<file path="src/rtl/core/pac_pkg.sv">
// ----------------------------------------------------------------------------
// pac_pkg - shared types and constants of the periodic affine cipher
// Holds the status codes, register indexes, controller states and the
// command/status bundles between the controller and the datapath.
// ----------------------------------------------------------------------------
package pac_pkg;

	localparam int unsigned CharW       = 8;
	localparam int unsigned ProdW       = 2 * CharW;
	localparam int unsigned BitsPerStep = 2;
	localparam int unsigned ModSteps    = ProdW / BitsPerStep;
	localparam int unsigned StepCntW    = $clog2(ModSteps);
	localparam int unsigned CfgIdxW     = 3;
	localparam int unsigned PreSlots    = 4;
	localparam int unsigned PreIdxW     = $clog2(PreSlots);

	localparam logic [CharW-1:0] LETTER_BASE  = 8'h41;
	localparam logic [CharW-1:0] NEWLINE_CODE = 8'h0A;

	// register indexes of the write port
	localparam logic [CfgIdxW-1:0] CFG_MODE        = 3'd0;
	localparam logic [CfgIdxW-1:0] CFG_MODULUS     = 3'd1;
	localparam logic [CfgIdxW-1:0] CFG_MULT_FIRST  = 3'd2;
	localparam logic [CfgIdxW-1:0] CFG_MULT_SECOND = 3'd3;
	localparam logic [CfgIdxW-1:0] CFG_OFFSET_EVEN = 3'd4;
	localparam logic [CfgIdxW-1:0] CFG_OFFSET_ODD  = 3'd5;

	// slots reduced modulo m after every configuration change
	localparam logic [PreIdxW-1:0] PRE_MULT_FIRST  = 2'd0;
	localparam logic [PreIdxW-1:0] PRE_MULT_SECOND = 2'd1;
	localparam logic [PreIdxW-1:0] PRE_OFFSET_EVEN = 2'd2;
	localparam logic [PreIdxW-1:0] PRE_OFFSET_ODD  = 2'd3;

	typedef enum logic [1:0] {
		STATUS_OK    = 2'd0,
		STATUS_RANGE = 2'd1,
		STATUS_NOINV = 2'd2
	} status_t;

	typedef enum logic [3:0] {
		ST_PRE_LOAD,
		ST_PRE_STEP,
		ST_PRE_STORE,
		ST_SRCH_INIT,
		ST_SRCH,
		ST_IDLE,
		ST_CHECK,
		ST_REDUCE,
		ST_EMIT
	} ctrl_state_t;

	typedef struct packed {
		logic               char_load;
		logic               chk_take;
		logic               phase_clear;
		logic               mod_load_pre;
		logic               mod_load_prod;
		logic               mod_step;
		logic               pre_store;
		logic [PreIdxW-1:0] pre_idx;
		logic               srch_init;
		logic               srch_step;
		logic               out_load;
	} pac_cmd_t;

	typedef struct packed {
		logic    newline;
		status_t kind;
		logic    srch_last;
	} pac_sts_t;

	// one restoring step: bring a value below 2m back below m
	function automatic logic [CharW-1:0] mod_sub(input logic [CharW:0] t,
		input logic [CharW-1:0] m);
		logic [CharW:0] diff;
		diff = t - {1'b0, m};
		if (t >= {1'b0, m}) begin
			mod_sub = diff[CharW-1:0];
		end else begin
			mod_sub = t[CharW-1:0];
		end
	endfunction

endpackage

</file>
<file path="src/rtl/core/periodic_affine_cipher.sv">
// ----------------------------------------------------------------------------
// periodic_affine_cipher - affine cipher with a four-phase periodic key
// Encrypts or decrypts one character per request over an alphabet of m
// letters starting at 'A'; newline resets the key phase and emits nothing.
// ----------------------------------------------------------------------------
//
//   channel   direction   handshake            payload
//   s_*       in          s_tvalid/s_tready    s_tdata = in_char
//   m_*       out         m_tvalid/m_tready    m_tdata = out_char, m_tuser = status
//   cfg_*     in          cfg_we (no wait)     cfg_index, cfg_data
//
// Steps: a valid character passes through check, 8 remainder steps at two
// bits each, and emit; an invalid one goes from check to emit, and a newline
// from check back to idle. No request is accepted until the last is done.
// The shift-subtract remainder unit is shared with key preparation.
// Reset and every register write start key preparation: four values reduced
// modulo m, then an inverse search over the residues below m; s_tready stays
// low throughout. Stalls: the result register frees the input side; a held
// result blocks only the emit step of the following character.
module periodic_affine_cipher (
	input  logic                          clk,
	input  logic                          arst_n,
	input  logic                          s_tvalid,
	output logic                          s_tready,
	input  logic [7:0]                    s_tdata,   // [7:0] in_char
	output logic                          m_tvalid,
	input  logic                          m_tready,
	output logic [7:0]                    m_tdata,   // [7:0] out_char
	output logic [1:0]                    m_tuser,   // [1:0] status
	input  logic                          cfg_we,
	input  logic [pac_pkg::CfgIdxW-1:0]   cfg_index,
	input  logic [pac_pkg::CharW-1:0]     cfg_data
);

	pac_pkg::pac_cmd_t cmd;
	pac_pkg::pac_sts_t sts;
	pac_pkg::status_t  out_status;

	// controller: sequencing, request and result handshakes
	pac_ctrl u_ctrl (
		.clk      (clk),
		.arst_n   (arst_n),
		.cfg_we   (cfg_we),
		.s_tvalid (s_tvalid),
		.s_tready (s_tready),
		.m_tready (m_tready),
		.m_tvalid (m_tvalid),
		.sts      (sts),
		.cmd      (cmd)
	);

	// datapath: registers, key preparation, multiply and reduce
	pac_dp u_dp (
		.clk        (clk),
		.arst_n     (arst_n),
		.cfg_we     (cfg_we),
		.cfg_index  (cfg_index),
		.cfg_data   (cfg_data),
		.char_in    (s_tdata),
		.cmd        (cmd),
		.sts        (sts),
		.out_char   (m_tdata),
		.out_status (out_status)
	);

	assign m_tuser = out_status;

	// one request in flight: no back-to-back acceptance
	assert property (@(posedge clk) disable iff (!arst_n)
		(s_tvalid && s_tready) |=> !s_tready)
		else $error("request accepted while another is in flight");

	// a register write must restart key preparation
	assert property (@(posedge clk) disable iff (!arst_n)
		cfg_we |=> !s_tready)
		else $error("request accepted right after a register write");

	// error results carry a zero character
	assert property (@(posedge clk) disable iff (!arst_n)
		(m_tvalid && (m_tuser != pac_pkg::STATUS_OK)) |-> (m_tdata == 8'h00))
		else $error("error result with nonzero character");

	// only defined status codes leave the block
	assert property (@(posedge clk) disable iff (!arst_n)
		m_tvalid |-> ((m_tuser == pac_pkg::STATUS_OK) || (m_tuser == pac_pkg::STATUS_RANGE)
			|| (m_tuser == pac_pkg::STATUS_NOINV)))
		else $error("undefined status code on result");

endmodule

</file>
<file path="src/rtl/core/pac_mod.sv">
// ----------------------------------------------------------------------------
// pac_mod - shift-subtract remainder unit
// Reduces a 16-bit value modulo an 8-bit modulus, two bits per step.
// ----------------------------------------------------------------------------
module pac_mod (
	input  logic                       clk,
	input  logic                       load,
	input  logic [pac_pkg::ProdW-1:0]  load_val,
	input  logic                       step,
	input  logic [pac_pkg::CharW-1:0]  modulus,
	output logic [pac_pkg::CharW-1:0]  rem
);

	logic [pac_pkg::ProdW-1:0] val_q;
	logic [pac_pkg::CharW-1:0] rem_q;
	logic [pac_pkg::CharW-1:0] rem_next;

	always_comb begin
		rem_next = rem_q;
		for (int k = 0; k < pac_pkg::BitsPerStep; k++) begin
			rem_next = pac_pkg::mod_sub({rem_next, val_q[pac_pkg::ProdW-1-k]}, modulus);
		end
	end

	always_ff @(posedge clk) begin
		if (load) begin
			val_q <= load_val;
			rem_q <= '0;
		end else if (step) begin
			val_q <= val_q << pac_pkg::BitsPerStep;
			rem_q <= rem_next;
		end
	end

	assign rem = rem_q;

endmodule

</file>
<file path="src/rtl/core/pac_dp.sv">
// ----------------------------------------------------------------------------
// pac_dp - cipher datapath
// Configuration registers, reduced key values, inverse search, key phase,
// the multiplier and the result register.
// ----------------------------------------------------------------------------
module pac_dp (
	input  logic                         clk,
	input  logic                         arst_n,
	input  logic                         cfg_we,
	input  logic [pac_pkg::CfgIdxW-1:0]  cfg_index,
	input  logic [pac_pkg::CharW-1:0]    cfg_data,
	input  logic [pac_pkg::CharW-1:0]    char_in,
	input  pac_pkg::pac_cmd_t            cmd,
	output pac_pkg::pac_sts_t            sts,
	output logic [pac_pkg::CharW-1:0]    out_char,
	output pac_pkg::status_t             out_status
);

	localparam int unsigned W = pac_pkg::CharW;

	logic         mode_q;
	logic [W-1:0] modulus_q;
	logic [W-1:0] mult_first_q;
	logic [W-1:0] mult_second_q;
	logic [W-1:0] offset_even_q;
	logic [W-1:0] offset_odd_q;

	logic [1:0]   phase_q;
	logic [W-1:0] char_q;
	pac_pkg::status_t kind_q;

	logic [W-1:0] mred_q  [2];
	logic [W-1:0] ored_q  [2];
	logic [W-1:0] inv_q   [2];
	logic [W-1:0] acc_q   [2];
	logic [W-1:0] acc_next[2];
	logic         found_q [2];
	logic         inv_ok_q[2];
	logic [W-1:0] srch_i_q;

	logic [W-1:0] out_char_q;
	pac_pkg::status_t out_status_q;

	logic [W-1:0]               pre_val;
	logic [W-1:0]               x;
	logic [W-1:0]               b;
	logic [W-1:0]               d;
	logic [W:0]                 d_wrap;
	logic [W-1:0]               op_a;
	logic [W-1:0]               op_b;
	logic [W-1:0]               addend;
	logic [pac_pkg::ProdW-1:0]  prod;
	logic [pac_pkg::ProdW-1:0]  mod_val;
	logic [W-1:0]               rem;
	logic                       sel;
	logic                       out_range;
	logic [W:0]                 letter_sum;

	// configuration registers
	always_ff @(posedge clk or negedge arst_n) begin
		if (!arst_n) begin
			mode_q        <= 1'b0;
			modulus_q     <= 8'd26;
			mult_first_q  <= 8'd1;
			mult_second_q <= 8'd1;
			offset_even_q <= 8'd0;
			offset_odd_q  <= 8'd0;
		end else if (cfg_we) begin
			unique case (cfg_index)
				pac_pkg::CFG_MODE:        mode_q        <= cfg_data[0];
				pac_pkg::CFG_MODULUS:     modulus_q     <= cfg_data;
				pac_pkg::CFG_MULT_FIRST:  mult_first_q  <= cfg_data;
				pac_pkg::CFG_MULT_SECOND: mult_second_q <= cfg_data;
				pac_pkg::CFG_OFFSET_EVEN: offset_even_q <= cfg_data;
				pac_pkg::CFG_OFFSET_ODD:  offset_odd_q  <= cfg_data;
				default: ;
			endcase
		end
	end

	always_comb begin
		unique case (cmd.pre_idx)
			pac_pkg::PRE_MULT_FIRST:  pre_val = mult_first_q;
			pac_pkg::PRE_MULT_SECOND: pre_val = mult_second_q;
			pac_pkg::PRE_OFFSET_EVEN: pre_val = offset_even_q;
			pac_pkg::PRE_OFFSET_ODD:  pre_val = offset_odd_q;
			default:                  pre_val = mult_first_q;
		endcase
	end

	// classify the held character and form the product to reduce
	assign sel       = phase_q[1];
	assign x         = char_q - pac_pkg::LETTER_BASE;
	assign out_range = (char_q < pac_pkg::LETTER_BASE) || (x >= modulus_q);
	assign b         = ored_q[phase_q[0]];
	assign d_wrap    = ({1'b0, x} + {1'b0, modulus_q}) - {1'b0, b};
	assign d         = (x >= b) ? (x - b) : d_wrap[W-1:0];
	assign op_a      = mode_q ? inv_q[sel] : mred_q[sel];
	assign op_b      = mode_q ? d : x;
	assign addend    = mode_q ? '0 : b;
	assign prod      = ({{W{1'b0}}, op_a} * {{W{1'b0}}, op_b}) + {{W{1'b0}}, addend};
	assign mod_val   = cmd.mod_load_prod ? prod : {{W{1'b0}}, pre_val};

	always_comb begin
		sts.newline   = (char_q == pac_pkg::NEWLINE_CODE);
		sts.srch_last = (modulus_q < 8'd2) || (srch_i_q == (modulus_q - 8'd1));
		if (out_range) begin
			sts.kind = pac_pkg::STATUS_RANGE;
		end else if (!inv_ok_q[sel]) begin
			sts.kind = pac_pkg::STATUS_NOINV;
		end else begin
			sts.kind = pac_pkg::STATUS_OK;
		end
	end

	pac_mod u_mod (
		.clk      (clk),
		.load     (cmd.mod_load_pre | cmd.mod_load_prod),
		.load_val (mod_val),
		.step     (cmd.mod_step),
		.modulus  (modulus_q),
		.rem      (rem)
	);

	// store reduced multipliers and offsets
	always_ff @(posedge clk) begin
		if (cmd.pre_store) begin
			unique case (cmd.pre_idx)
				pac_pkg::PRE_MULT_FIRST:  mred_q[0] <= rem;
				pac_pkg::PRE_MULT_SECOND: mred_q[1] <= rem;
				pac_pkg::PRE_OFFSET_EVEN: ored_q[0] <= rem;
				pac_pkg::PRE_OFFSET_ODD:  ored_q[1] <= rem;
				default: ;
			endcase
		end
	end

	// inverse search: walk i over the residues, acc tracks a*i mod m
	always_comb begin
		for (int k = 0; k < 2; k++) begin
			acc_next[k] = pac_pkg::mod_sub({1'b0, acc_q[k]} + {1'b0, mred_q[k]}, modulus_q);
		end
	end

	always_ff @(posedge clk) begin
		if (cmd.srch_init) begin
			srch_i_q <= '0;
			for (int k = 0; k < 2; k++) begin
				acc_q[k]   <= '0;
				found_q[k] <= 1'b0;
				inv_q[k]   <= '0;
			end
		end else if (cmd.srch_step) begin
			srch_i_q <= srch_i_q + 8'd1;
			for (int k = 0; k < 2; k++) begin
				acc_q[k] <= acc_next[k];
				if ((acc_q[k] == 8'd1) && !found_q[k]) begin
					found_q[k] <= 1'b1;
					inv_q[k]   <= srch_i_q;
				end
				if (sts.srch_last) begin
					inv_ok_q[k] <= found_q[k] || (acc_q[k] == 8'd1) || (modulus_q == 8'd1);
				end
			end
		end
	end

	// request and result payload
	assign letter_sum = {1'b0, pac_pkg::LETTER_BASE} + {1'b0, rem};

	always_ff @(posedge clk) begin
		if (cmd.char_load) begin
			char_q <= char_in;
		end
		if (cmd.chk_take) begin
			kind_q <= sts.kind;
		end
		if (cmd.out_load) begin
			out_status_q <= kind_q;
			if (kind_q == pac_pkg::STATUS_OK) begin
				out_char_q <= letter_sum[W-1:0];
			end else begin
				out_char_q <= '0;
			end
		end
	end

	// key phase: clear on newline, advance on a good result
	always_ff @(posedge clk or negedge arst_n) begin
		if (!arst_n) begin
			phase_q <= 2'd0;
		end else if (cmd.phase_clear) begin
			phase_q <= 2'd0;
		end else if (cmd.out_load && (kind_q == pac_pkg::STATUS_OK)) begin
			phase_q <= phase_q + 2'd1;
		end
	end

	assign out_char   = out_char_q;
	assign out_status = out_status_q;

endmodule

</file>
<file path="src/rtl/core/pac_ctrl.sv">
// ----------------------------------------------------------------------------
// pac_ctrl - cipher controller
// Sequences key reduction and inverse search after reset or a register
// write, then checks each request, reduces good ones, emits all but newline.
// ----------------------------------------------------------------------------
module pac_ctrl (
	input  logic                clk,
	input  logic                arst_n,
	input  logic                cfg_we,
	input  logic                s_tvalid,
	output logic                s_tready,
	input  logic                m_tready,
	output logic                m_tvalid,
	input  pac_pkg::pac_sts_t   sts,
	output pac_pkg::pac_cmd_t   cmd
);

	pac_pkg::ctrl_state_t state_q;
	pac_pkg::ctrl_state_t state_d;

	logic [pac_pkg::StepCntW-1:0] cnt_q;
	logic [pac_pkg::PreIdxW-1:0]  idx_q;
	logic                         m_tvalid_q;
	logic                         step_last;
	logic                         out_free;

	assign step_last = (cnt_q == pac_pkg::StepCntW'(pac_pkg::ModSteps - 1));
	assign out_free  = !m_tvalid_q || m_tready;

	always_ff @(posedge clk or negedge arst_n) begin
		if (!arst_n) begin
			state_q <= pac_pkg::ST_PRE_LOAD;
		end else begin
			state_q <= state_d;
		end
	end

	always_comb begin
		state_d  = state_q;
		cmd      = '0;
		s_tready = 1'b0;
		cmd.pre_idx = idx_q;
		unique case (state_q)
			pac_pkg::ST_PRE_LOAD: begin
				cmd.mod_load_pre = 1'b1;
				state_d = pac_pkg::ST_PRE_STEP;
			end
			pac_pkg::ST_PRE_STEP: begin
				cmd.mod_step = 1'b1;
				if (step_last) begin
					state_d = pac_pkg::ST_PRE_STORE;
				end
			end
			pac_pkg::ST_PRE_STORE: begin
				cmd.pre_store = 1'b1;
				if (idx_q == pac_pkg::PreIdxW'(pac_pkg::PreSlots - 1)) begin
					state_d = pac_pkg::ST_SRCH_INIT;
				end else begin
					state_d = pac_pkg::ST_PRE_LOAD;
				end
			end
			pac_pkg::ST_SRCH_INIT: begin
				cmd.srch_init = 1'b1;
				state_d = pac_pkg::ST_SRCH;
			end
			pac_pkg::ST_SRCH: begin
				cmd.srch_step = 1'b1;
				if (sts.srch_last) begin
					state_d = pac_pkg::ST_IDLE;
				end
			end
			pac_pkg::ST_IDLE: begin
				s_tready = !cfg_we;
				if (s_tvalid && !cfg_we) begin
					cmd.char_load = 1'b1;
					state_d = pac_pkg::ST_CHECK;
				end
			end
			pac_pkg::ST_CHECK: begin
				cmd.chk_take = 1'b1;
				if (sts.newline) begin
					cmd.phase_clear = 1'b1;
					state_d = pac_pkg::ST_IDLE;
				end else if (sts.kind == pac_pkg::STATUS_OK) begin
					cmd.mod_load_prod = 1'b1;
					state_d = pac_pkg::ST_REDUCE;
				end else begin
					state_d = pac_pkg::ST_EMIT;
				end
			end
			pac_pkg::ST_REDUCE: begin
				cmd.mod_step = 1'b1;
				if (step_last) begin
					state_d = pac_pkg::ST_EMIT;
				end
			end
			pac_pkg::ST_EMIT: begin
				if (out_free) begin
					cmd.out_load = 1'b1;
					state_d = pac_pkg::ST_IDLE;
				end
			end
			default: begin
				state_d = pac_pkg::ST_PRE_LOAD;
			end
		endcase
		// any register write restarts the key preparation
		if (cfg_we) begin
			state_d = pac_pkg::ST_PRE_LOAD;
		end
	end

	always_ff @(posedge clk or negedge arst_n) begin
		if (!arst_n) begin
			cnt_q      <= '0;
			idx_q      <= '0;
			m_tvalid_q <= 1'b0;
		end else begin
			if (cmd.mod_load_pre || cmd.mod_load_prod) begin
				cnt_q <= '0;
			end else if (cmd.mod_step) begin
				cnt_q <= cnt_q + 1'b1;
			end
			if (cfg_we) begin
				idx_q <= '0;
			end else if (cmd.pre_store) begin
				idx_q <= idx_q + 1'b1;
			end
			if (cmd.out_load) begin
				m_tvalid_q <= 1'b1;
			end else if (m_tready) begin
				m_tvalid_q <= 1'b0;
			end
		end
	end

	assign m_tvalid = m_tvalid_q;

endmodule
</file>
<file path="config.mk">
export PLATFORM = sky130hd
export DESIGN_NAME = periodic_affine_cipher
export DESIGN_NICKNAME = d
export VERILOG_FILES = /design/src/rtl/core/pac_pkg.sv /design/src/rtl/core/periodic_affine_cipher.sv /design/src/rtl/core/pac_mod.sv /design/src/rtl/core/pac_dp.sv /design/src/rtl/core/pac_ctrl.sv
export SDC_FILE = /design/constraint.sdc
export NUM_CORES = 1
export LEC_CHECK = 0
export ABC_AREA = 1
export BUFFER_PORTS_ARGS = -buffer_cell sky130_fd_sc_hd__buf_2
export CELL_PAD_IN_SITES_DETAIL_PLACEMENT = 1
export CELL_PAD_IN_SITES_GLOBAL_PLACEMENT = 2
export CORE_MARGIN = 1.5
export CORE_UTILIZATION = 40
export CTS_CLUSTER_SIZE = 10
export DETAILED_ROUTE_END_ITERATION = 10
export HOLD_SLACK_MARGIN = 0.02
export PLACE_DENSITY = 0.89
export SETUP_SLACK_MARGIN = 0.02
export SLEW_MARGIN = 15
export SYNTH_ARGS = -nofsm -noshare
export SYNTH_HDL_FRONTEND = slang
export SYNTH_SLANG_ARGS = --single-unit
</file>
<file path="constraint.sdc">
create_clock -name clk -period 7.1 [get_ports clk]
set_input_delay 0 -clock clk [delete_from_list [all_inputs] [get_ports clk]]
set_output_delay 0 -clock clk [all_outputs]
set_load 0.05 [all_outputs]
</file>
==> results by group, run 1 <==
Run status
  • Status: complete, no violations

Floorplan
  • Die area: between 30000 and 40000 um2
  • Die Width: 187 um
  • Die height: 187 um
  • Core area: between 30000 and 40000 um2
  • I/O pins: 36
  • Row count: 67
  • Initial Util: approximately 41%

Worst setup path
  • CP Data Arrival Time: approximately 7.0 ns
  • CP Class: reg -> reg
  • Reg-to-Reg Start: u_dp.char_q[2]$_DFFE_PP_
  • FF-to-FF setup slack: between 0.3 and 0.4 ns
  • Reg2reg end: u_dp.u_mod.val_q[13]$_DFFE_PP_
  • Critical path fanouts, max: 10
  • CP endpoint kind: flop
  • Worst-case reg-to-reg path depth: 32
  • CP peak stage delay: around 0.56 ns
  • Most frequent CP cell: nand2_1
  • Worst setup SP type: flop
  • Slowest CP cell: fa_1
  • Worst path required time: between 7 and 8 ns

STA
  • # setup viols final: 0
  • Slew @ Worst Pin: 1.06 ns
  • Relative slew slack: roughly 29%
  • Final Hold Vio Count: 0
  • FMAX: 148 MHz
  • Final hold slack: 0.0853 ns
  • Final Max Slew Viols: 0
  • Final Skew: between 0.01 and 0.015 ns
  • Final period utilization: a little over nine tenths
  • Period minus WS final: approximately 6.8 ns

Cells and area
  • Synth-to-Final Area Change: 14.0%
  • Share of layout cells above drive strength 1: between 10% and 20%
  • Fin util: 46.2%
  • Nets: 1910
  • Final Instance Area: 15400 um2
  • ANT cells: 0
  • Non-Filler Instances: 2168

Hold path
  • Hold path start: s_tvalid
  • Hold depth: 5
  • Hold Path Class: in -> reg
  • Hold Crit Endpoint: u_ctrl.state_q[0]$_DFFE_PN0P_

Logic synthesis
  • EDFF count, synth: between 100 and 150
  • Synthesized area: around 14000 um2
  • Async set-reset flop share out of synthesis: 30.6%
  • Synth Register Bits: ~170
  • Synth warn: 0
  • Syn_nets: between 1500 and 2000
  • Sequential fraction of the synthesis area: a little over a third
  • Mapped Cells: about 1600
  • Top_reg_cell synth: edfxtp_1
  • Synth Area per Inst: 8.31 um2
  • Synth cell types: between 50 and 60

Clocking
  • CTS tree: yes
  • Clock buffer depth: 2
  • H-tree levels: 4
  • Clock Latency Late Sink: 0.46 ns
  • # clock sinks: 173
  • Worst-path clk slew: 0.08 ns
  • Clock root cell: clkbuf_16
  • CTS buffer count: 17

Power
  • Total Power: 7.02 mW
  • Worst VDD drop: between 0.0005 and 0.0006 V
  • Power per cell area: about 460 nW/um2
  • Pleak: a little over 7 nW

Placement
  • Placed cell count: roughly 2100
  • PortBufs: 35
  • Hpwl dp: 31700 um
  • Gpl congestion: approximately 0.88
  • Placed cell area: about 14000 um2

Job
  • Max-cap violations: 0

GRT
  • Remaining Overflow, GRT: 0
  • Number of global-route vias before repair: about 12000
  • Total Routing Usage GR: 24.7%
  • First-pass GRT wire length: between 60000 and 70000 um
  • Initial antenna violation count: 1
  • Pin count of the biggest net entering global routing: 54

Drt
  • Vias per cell: roughly 5.3
  • WL/cell: 19.4 um
  • Antenna Nets Post-Route: 0
  • Starting DRC count in detailed routing: between 500 and 600
  • Drt pass-1 iters: 5
  • Routed WL: around 42000 um
  • Total number of vias: 11500
  • DRC Markers: 0
==> stage by stage <==
step / TNS, ns / setup slack, ns
after global placement: 0 / 0.291
after global routing: -0.211 / -0.0824
final: 0 / 0.342
after detailed placement: 0 / 0.107
after CTS: 0 / 0.102
after floorplan: 0 / 0.592
==> placed cells by master, fill, tap and decap left out, types with 6 or more instances in the layout <==
cell	instances
a21oi_1	79
o21ai_2	6
o21ai_1	13
nand2_2	8
clkbuf_16	17
nand3_1	103
nor3_1	11
nand2_1	335
a21o_1	6
inv_2	11
o21ai_0	80
nor2_1	153
nor2_2	6
nand4_1	26
ha_1	115
xor2_1	31
xnor2_1	22
inv_1	239
buf_4	32
edfxtp_1	104
or2_2	33
buf_2	35
o211ai_1	10
dlygate4sd3_1	21
dfxtp_1	16
dfrtp_1	47
fa_1	57
bufinv_16	6
==> per-layer routing <==
layer  vias up  GRT usage [%]  share of wire (%)
li1       5512              -                  -
met5         -              0                  0
met1      5703           31.5                 45
met4         0           9.77                3.3
met3        88           3.47                3.8
met2       239           42.3                 48
==> power by group <==
group          switching [mW]  leakage [nW]  total (mW)  internal, mW
clock network           0.456         0.331        1.13         0.670
logic                    2.80          5.10        4.43          1.63
registers               0.172          1.79        1.46          1.29
==> cell type report <==
cell class	count	area (um2)
tap	448	561
multi-input combinational	1176	7810
clock buffer	18	429
inverter	251	945
clock inverter	14	253
fill	4074	18000
sequential	173	4780
timing repair buffer	88	626
==> worst max-delay path: cells and delay by family (launching register included) <==
family,cells,cell delay [ns]
AND/OR/NAND/NOR,14,1.80
AO/OA/AOI/OAI,4,0.62
adder cells (fa/ha/maj),6,2.84
buffers and inverters,7,0.57
XOR/XNOR,1,0.20
flip-flops,1,0.46
==> timing repair <==
| action | 4_1_cts | 5_1_grt |
|---|---|---|
| endpoints found under the setup margin | 0 | 9 |
| resized for setup | 0 | 34 |
| endpoints found under the hold margin | 101 | 0 |
| buffers inserted | 0 | 12 |
| hold buffers | 21 | 0 |
==> state kept, by name, summed over array words and instances (netlist names), 16 cells and up <==
signal	count
u_dp.mred_q	16
u_dp.u_mod.val_q	16
u_dp.inv_q	16
u_dp.acc_q	16
u_dp.ored_q	16
==> cells by family (layout without fill, tap and decap cells) <==
| group | count (synthesis) | in the layout | synth area share (%) |
|---|---|---|---|
| xor+xnor | 57 | 57 | 3.69 |
| simple gates | 705 | 705 | 23.0 |
| fa+ha+maj | 179 | 179 | 19.8 |
| mux | 7 | 7 | 0.528 |
| buf+inv | 278 | 371 | 7.88 |
| compound gates | 228 | 228 | 9.73 |
| flops | 173 | 173 | 35.3 |
==> synth_stat cells, types with 5 or more instances <==
| master | count | area, um2 |
|---|---|---|
| nor4_1 | 5 | 31.3 |
| o211ai_1 | 10 | 75.1 |
| nand4_1 | 26 | 163 |
| buf_2 | 8 | 40.0 |
| edfxtp_1 | 104 | 3120 |
| mux2i_1 | 6 | 60.1 |
| fa_1 | 58 | 1160 |
| nand2_1 | 341 | 1280 |
| ha_1 | 121 | 1510 |
| nor2_1 | 155 | 582 |
| a21oi_1 | 81 | 405 |
| o21ai_1 | 13 | 65.1 |
| o21a_1 | 5 | 37.5 |
| dfxtp_1 | 16 | 320 |
| dfstp_2 | 5 | 131 |
| xor2_1 | 35 | 307 |
| a31o_2 | 5 | 43.8 |
| clkbuf_1 | 15 | 56.3 |
| nand2_4 | 5 | 56.3 |
| nor3_1 | 12 | 60.1 |
| xnor2_1 | 22 | 193 |
| o21ai_0 | 82 | 410 |
| a32oi_1 | 5 | 43.8 |
| nand3_1 | 104 | 521 |
| inv_1 | 242 | 908 |
| dfrtp_1 | 48 | 1200 |
| or2_2 | 33 | 206 |
| a21o_1 | 6 | 45.0 |
| inv_2 | 9 | 33.8 |
==> worst max path at each step <==
stage                                start                        endpoint  cells after the start
6_report          u_dp.char_q[2]$_DFFE_PP_  u_dp.u_mod.val_q[13]$_DFFE_PP_                     32
5_1_grt           u_dp.char_q[0]$_DFFE_PP_  u_dp.u_mod.val_q[14]$_DFFE_PP_                     33
4_1_cts           u_dp.char_q[0]$_DFFE_PP_  u_dp.u_mod.val_q[12]$_DFFE_PP_                     30
3_5_place_dp      u_dp.char_q[0]$_DFFE_PP_  u_dp.u_mod.val_q[12]$_DFFE_PP_                     30
3_3_place_gp      u_dp.char_q[0]$_DFFE_PP_  u_dp.u_mod.val_q[12]$_DFFE_PP_                     31
2_1_floorplan  u_dp.phase_q[0]$_DFFE_PN0P_  u_dp.u_mod.val_q[12]$_DFFE_PP_                     31
Note: power is estimated with default switching activity, not from simulation.
==> inputs of run 2 (changes only) <==
- CORE_MARGIN: 1.5 -> 2
==> results by group, run 2 (synthesis results as in run 1) <==
Floorplan
  • Die height: 188 um (+0.54%)
  • Core area: 33400 um2 (unchanged)
  • Row count: 67 (unchanged)
  • Die Width: 188 um (+0.54%)
  • Die area: 35300 um2 (+1.1%)
  • Initial Util: 40.5% (unchanged)
  • I/O pins: 36 (unchanged)

Worst setup path
  • CP peak stage delay: 0.53 ns (-0.03 ns)
  • Reg-to-Reg Start: u_dp.char_q[0]$_DFFE_PP_
  • CP Data Arrival Time: 7.04 ns (+0.07 ns)
  • CP Class: reg -> reg
  • CP endpoint kind: flop
  • FF-to-FF setup slack: 0.28 ns (-0.06 ns)
  • Worst path required time: 7.33 ns (about the same)
  • Worst setup SP type: flop
  • Crit path from: u_dp.char_q[0]$_DFFE_PP_
  • Slowest CP cell: fa_1
  • Critical path fanouts, max: 10 (unchanged)

Drt
  • DRC Markers: 0 (unchanged)
  • Total number of vias: 11500 (-0.37%)
  • Antenna Nets Post-Route: 0 (unchanged)
  • Starting DRC count in detailed routing: 640 (+7.0%)
  • WL/cell: 19.2 um (-0.84%)
  • Vias per cell: 5.30 (-0.51%)
  • Routed WL: 41700 um (-0.70%)
  • Drt pass-1 iters: 5 (unchanged)

Power
  • Comb pwr share: 63.9% (+0.8 points)
  • Psw: 3.39 mW (-1.2%)
  • Power per cell area: 440 nW/um2 (-3.4%)
  • Register share of total power: 21.7% (+0.9 points)
  • Pint: 3.36 mW (-6.4%)
  • Clk pwr share: 14.4% (-1.6 points)
  • Pleak: 7.21 nW (-0.32%)
  • Net Sw Frac: 50.2% (+1.4 points)
  • Total Power: 6.74 mW (-3.9%)
  • Worst VDD drop: 0.000410 V (-20%)

Clocking
  • CTS buffer count: 17 (unchanged)
  • Worst-path clk slew: 0.08 ns (about the same)
  • # clock sinks: 173 (unchanged)
  • Clock root cell: clkbuf_16
  • Clock Latency Late Sink: 0.46 ns (about the same)
  • Clock buffer depth: 2 (unchanged)
  • H-tree levels: 4 (unchanged)
  • CTS tree: yes

GRT
  • Number of global-route vias before repair: 12100 (-2.1%)
  • Initial antenna violation count: 0 (-1)
  • Pin count of the biggest net entering global routing: 54 (unchanged)
  • Total Routing Usage GR: 24.3% (-0.38 points)
  • Remaining Overflow, GRT: 0 (unchanged)
  • First-pass GRT wire length: 66500 um (-0.77%)

Cells and area
  • Commonest cells after routing, fill and taps aside: nand2_1, inv_1, nor2_1, ha_1, edfxtp_1
  • Fin util: 45.9% (-0.26 points)
  • Non-Filler Instances: 2171 (+0.14%)
  • Final Instance Area: 15300 um2 (-0.56%)
  • Fill count: 4139 (+1.6%)
  • Nets: 1913 (+0.16%)
  • Most common cell after layout, fill and taps aside: nand2_1
  • Share of layout cells above drive strength 1: 11.8% (-0.43 points)
  • ANT cells: 0 (unchanged)
  • Synth-to-Final Area Change: 13.3%

STA
  • # setup viols final: 0 (unchanged)
  • Final Skew: 0.0156 ns (+0.00135 ns)
  • FMAX: 147 MHz (-0.85%)
  • Setup TNS: 0 ns (unchanged)
  • Final period utilization: 96.0% (+0.81 points)
  • Final Max Slew Viols: 0 (unchanged)
  • Relative slew slack: 33.2% (+4.1 points)
  • Slew @ Worst Pin: 0.996 ns (-0.0613 ns)
  • Final hold slack: 0.0623 ns (-0.0230 ns)
  • Final Worst Setup Slack: 0.284 ns (-0.0577 ns)
  • Final Hold Vio Count: 0 (unchanged)
  • Period minus WS final: 6.82 ns (+0.0577 ns)

Placement
  • Placed cell count: 2105 (+0.095%)
  • Dpl ws: 0.143 ns (+0.0362 ns)
  • Hpwl dp: 32000 um (+1.0%)
  • PortBufs: 35 (unchanged)
  • Placed cell area: 14300 um2 (+0.11%)
  • Gpl congestion: 0.868 (-1.9%)

Run status
  • Status: complete, no violations

Hold path
  • Hold path start: s_tvalid
  • Hold Path Class: in -> reg

Job
  • Max-cap violations: 0 (unchanged)
[run 2: cell count changes in the layout (fill, tap and decap cells not counted), moves of 2 or more]
cell	previous run	this run
nor2_2	6	9
nand2_1	335	338
buf_4	32	34
nor2_1	153	150
clkinv_4	1	3
ha_1	115	117
nand2_2	8	5
clkinv_8	0	5
bufinv_16	6	0
[run 2: routing by layer]
layer / up-vias / global-route usage (%) / share of wire [%] / wire (um)
met5: - / 0 / 0 / 0
met4: 0 / 6.66 / 2.1 / 897
met3: 57 / 3.67 / 3.5 / 1450
met2: 184 / 41.7 / 49 / 20300
met1: 5740 / 32.0 / 46 / 19100
li1: 5518 / - / - / -
[run 2: layout make-up]
| class | count | area (um2) | area share, % |
|---|---|---|---|
| tap | 448 | 561 | 3.66 |
| timing repair buffer | 91 | 651 | 4.25 |
| multi-input combinational | 1176 | 7780 | 50.8 |
| inverter | 251 | 947 | 6.18 |
| clock buffer | 18 | 429 | 2.80 |
| sequential | 173 | 4780 | 31.2 |
| clock inverter | 14 | 170 | 1.11 |
[run 2: what timing repair did]
item,in CTS,in global routing
buffers inserted,0,12
resized for setup,0,28
hold buffers,22,0
setup endpoints to repair,0,9
endpoints found under the hold margin,100,0
[run 2: final timing paths]
check                           cells past startpoint                          endpoint
worst min register to register                      2       u_ctrl.cnt_q[1]$_DFFE_PN0P_
worst min-delay path                                5     u_ctrl.state_q[2]$_DFFE_PN0P_
min in group asynchronous                           3  u_dp.mult_first_q[4]$_DFFE_PN0P_
max in group asynchronous                           3     u_ctrl.state_q[1]$_DFFE_PN0P_
worst max-delay path                               31    u_dp.u_mod.val_q[12]$_DFFE_PP_
worst max register to register                     31    u_dp.u_mod.val_q[12]$_DFFE_PP_
[run 2: power by group through the flow]
stage	sequential, mW	clock [mW]	combinational [mW]
after floorplan	1.39	0	3.21
after global placement	1.47	0	4.10
after detailed placement	1.48	0	4.23
after CTS	1.46	0.985	4.27
after global routing	1.48	1.02	4.97
final	1.46	0.970	4.31
[run 2: worst max-delay path: cells and delay by family (launching register included)]
family | cells | cell delay [ns]
compound gates | 6 | 1.16
xor+xnor | 1 | 0.21
simple gates | 10 | 1.39
fa+ha+maj | 6 | 2.70
flops | 1 | 0.43
buf+inv | 8 | 0.69
==> inputs of run 3 (changes only) <==
- RECOVER_POWER: not set -> 50
==> results by group, run 3 (synthesis results as in run 1) <==
Run status
  • Status: finished, violations left
  • Failing checks: capacitance limit, slew limit

Power
  • Clk pwr share: 14.4% (about the same)
  • Comb pwr share: 63.9% (about the same)
  • Worst VDD drop: 0.000411 V (+0.28%)
  • Register share of total power: 21.7% (about the same)
  • Pint: 3.36 mW (about the same)
  • Psw: 3.38 mW (-0.15%)
  • Total Power: 6.74 mW (about the same)
  • Net Sw Frac: 50.2% (about the same)
  • Pleak: 7.15 nW (-0.75%)
  • Power per cell area: 441 nW/um2 (+0.14%)

STA
  • Final Skew: 0.0154 ns (-0.000163 ns)
  • Final Max Slew Viols: 54 (+54)
  • Relative slew slack: -94.1% (-130 points)
  • Setup TNS: 0 ns (unchanged)
  • Slew @ Worst Pin: 2.91 ns (+1.92 ns)
  • Period minus WS final: 6.80 ns (-0.0162 ns)
  • Final Hold Vio Count: 0 (unchanged)
  • FMAX: 147 MHz (+0.24%)
  • Final period utilization: 95.8% (-0.23 points)
  • Final Worst Setup Slack: 0.301 ns (+0.0162 ns)
  • # setup viols final: 0 (unchanged)

Cells and area
  • Non-Filler Instances: 2171 (unchanged)
  • Synth-to-Final Area Change: 13.1%
  • Commonest cells after routing, fill and taps aside: nand2_1, inv_1, nor2_1, ha_1, edfxtp_1
  • Nets: 1913 (unchanged)
  • Share of layout cells above drive strength 1: 10.6% (-1.3 points)
  • Most common cell after layout, fill and taps aside: nand2_1
  • ANT cells: 0 (unchanged)
  • Fill count: 4149 (+0.24%)

Clocking
  • # clock sinks: 173 (unchanged)
  • H-tree levels: 4 (unchanged)
  • Clock buffer depth: 2 (unchanged)
  • Clock Latency Late Sink: 0.46 ns (about the same)
  • CTS buffer count: 17 (unchanged)
  • Worst-path clk slew: 0.08 ns (about the same)
  • CTS tree: yes
  • Clock root cell: clkbuf_16

Worst setup path
  • Critical path fanouts, max: 10 (unchanged)
  • Slowest CP cell: fa_1
  • Worst setup SP type: flop
  • CP Data Arrival Time: 7.02 ns (-0.02 ns)
  • Reg-to-Reg Start: u_dp.char_q[0]$_DFFE_PP_
  • Worst path required time: 7.33 ns (about the same)
  • Worst-case reg-to-reg path depth: 31 (unchanged)
  • CP endpoint kind: flop
  • CP Class: reg -> reg
  • FF-to-FF setup slack: 0.30 ns (+0.02 ns)
  • Reg2reg end: u_dp.u_mod.val_q[12]$_DFFE_PP_
  • CP peak stage delay: 0.53 ns (about the same)

Hold path
  • Hold depth: 5 (unchanged)
  • Hold Path Class: in -> reg
  • Hold path start: s_tvalid
  • Hold Crit Endpoint: u_ctrl.state_q[2]$_DFFE_PN0P_

Floorplan
  • Row count: 67 (unchanged)
  • Die height: 188 um (unchanged)
  • Core area: 33400 um2 (unchanged)
  • Initial Util: 40.5% (unchanged)
  • Die area: 35300 um2 (unchanged)
  • Die Width: 188 um (unchanged)
  • I/O pins: 36 (unchanged)

Drt
  • Antenna Nets Post-Route: 0 (unchanged)
  • DRC Markers: 0 (unchanged)
  • WL/cell: 19.2 um (about the same)
  • Vias per cell: 5.31 (+0.30%)
  • Total number of vias: 11500 (+0.30%)
  • Drt pass-1 iters: 5 (unchanged)
  • Starting DRC count in detailed routing: 677 (+5.8%)
  • Routed WL: 41700 um (about the same)

GRT
  • Number of global-route vias before repair: 12100 (unchanged)
  • Pin count of the biggest net entering global routing: 54 (unchanged)
  • First-pass GRT wire length: 66500 um (unchanged)
  • Initial antenna violation count: 0 (unchanged)
  • Total Routing Usage GR: 24.3% (unchanged)
  • Remaining Overflow, GRT: 0 (unchanged)

Job
  • Max-cap violations: 1 (+1)

Placement
  • PortBufs: 35 (unchanged)
  • Dpl ws: 0.143 ns (unchanged)
  • Hpwl dp: 32000 um (unchanged)
  • Gpl congestion: 0.868 (unchanged)
  • Placed cell count: 2105 (unchanged)
run 3: how the worst max path moves through the flow:
stage	from	end	slack [ns]	cells past startpoint
6_report	u_dp.char_q[0]$_DFFE_PP_	u_dp.u_mod.val_q[12]$_DFFE_PP_	0.30	31
5_1_grt	u_dp.char_q[0]$_DFFE_PP_	u_dp.u_mod.val_q[14]$_DFFE_PP_	-0.08	32
2_1_floorplan	u_dp.phase_q[0]$_DFFE_PN0P_	u_dp.u_mod.val_q[12]$_DFFE_PP_	0.59	31
3_5_place_dp	u_dp.char_q[0]$_DFFE_PP_	u_dp.u_mod.val_q[13]$_DFFE_PP_	0.14	32
3_3_place_gp	u_dp.char_q[0]$_DFFE_PP_	u_dp.u_mod.val_q[12]$_DFFE_PP_	0.38	30
4_1_cts	u_dp.char_q[0]$_DFFE_PP_	u_dp.u_mod.val_q[13]$_DFFE_PP_	0.12	32
run 3: final cells by class:
type | instances | area (um2) | share of cell area, %
Multi-Input combinational cell | 1176 | 7770 | 50.9
Sequential cell | 173 | 4780 | 31.3
Tap cell | 448 | 561 | 3.67
Timing Repair Buffer | 91 | 623 | 4.08
Inverter | 251 | 947 | 6.20
Clock inverter | 14 | 170 | 1.11
Clock buffer | 18 | 429 | 2.81
run 3: timing repair:
| item | 4_1_cts | 5_1_grt |
|---|---|---|
| setup endpoints to repair | 0 | 9 |
| buffers inserted | 0 | 12 |
| gates resized for setup | 0 | 28 |
| hold buffers | 22 | 0 |
| endpoints found under the hold margin | 100 | 0 |
run 3: worst max-delay path, delay by kind of cell, from the launching register on:
kind	cells	cell delay, ns
fa+ha+maj	6	2.71
simple gates	10	1.37
compound gates	6	1.16
buf+inv	8	0.69
flops	1	0.44
xor+xnor	1	0.20
run 3: layer usage:
layer	GRT usage (%)	share of wire, %	wire [um]	vias up
met5	0	0	0	-
met4	6.66	2.1	869	0
met3	3.67	3.6	1490	55
met2	41.7	49	20300	193
met1	32.0	46	19100	5763
li1	-	-	-	5523
run 3: through the flow:
stage | hold slack, ns | cell area (um2) | utilization, %
6_report | 0.0639 | 15300 | 45.8
5_1_grt | 0.143 | 15300 | 45.8
2_1_floorplan | -0.296 | 13500 | -
3_3_place_gp | 0.178 | 14300 | 42.8
4_1_cts | 0.0551 | 15100 | 45.3
3_5_place_dp | 0.178 | 14300 | 42.8
run 3: power by group through the flow:
stage / Clock [mW] / Combinational [mW] / Sequential [mW]
final: 0.969 / 4.31 / 1.46
after detailed placement: 0 / 4.23 / 1.48
after floorplan: 0 / 3.21 / 1.39
after global placement: 0 / 4.10 / 1.47
after global routing: 1.02 / 4.97 / 1.48
after CTS: 0.985 / 4.27 / 1.46
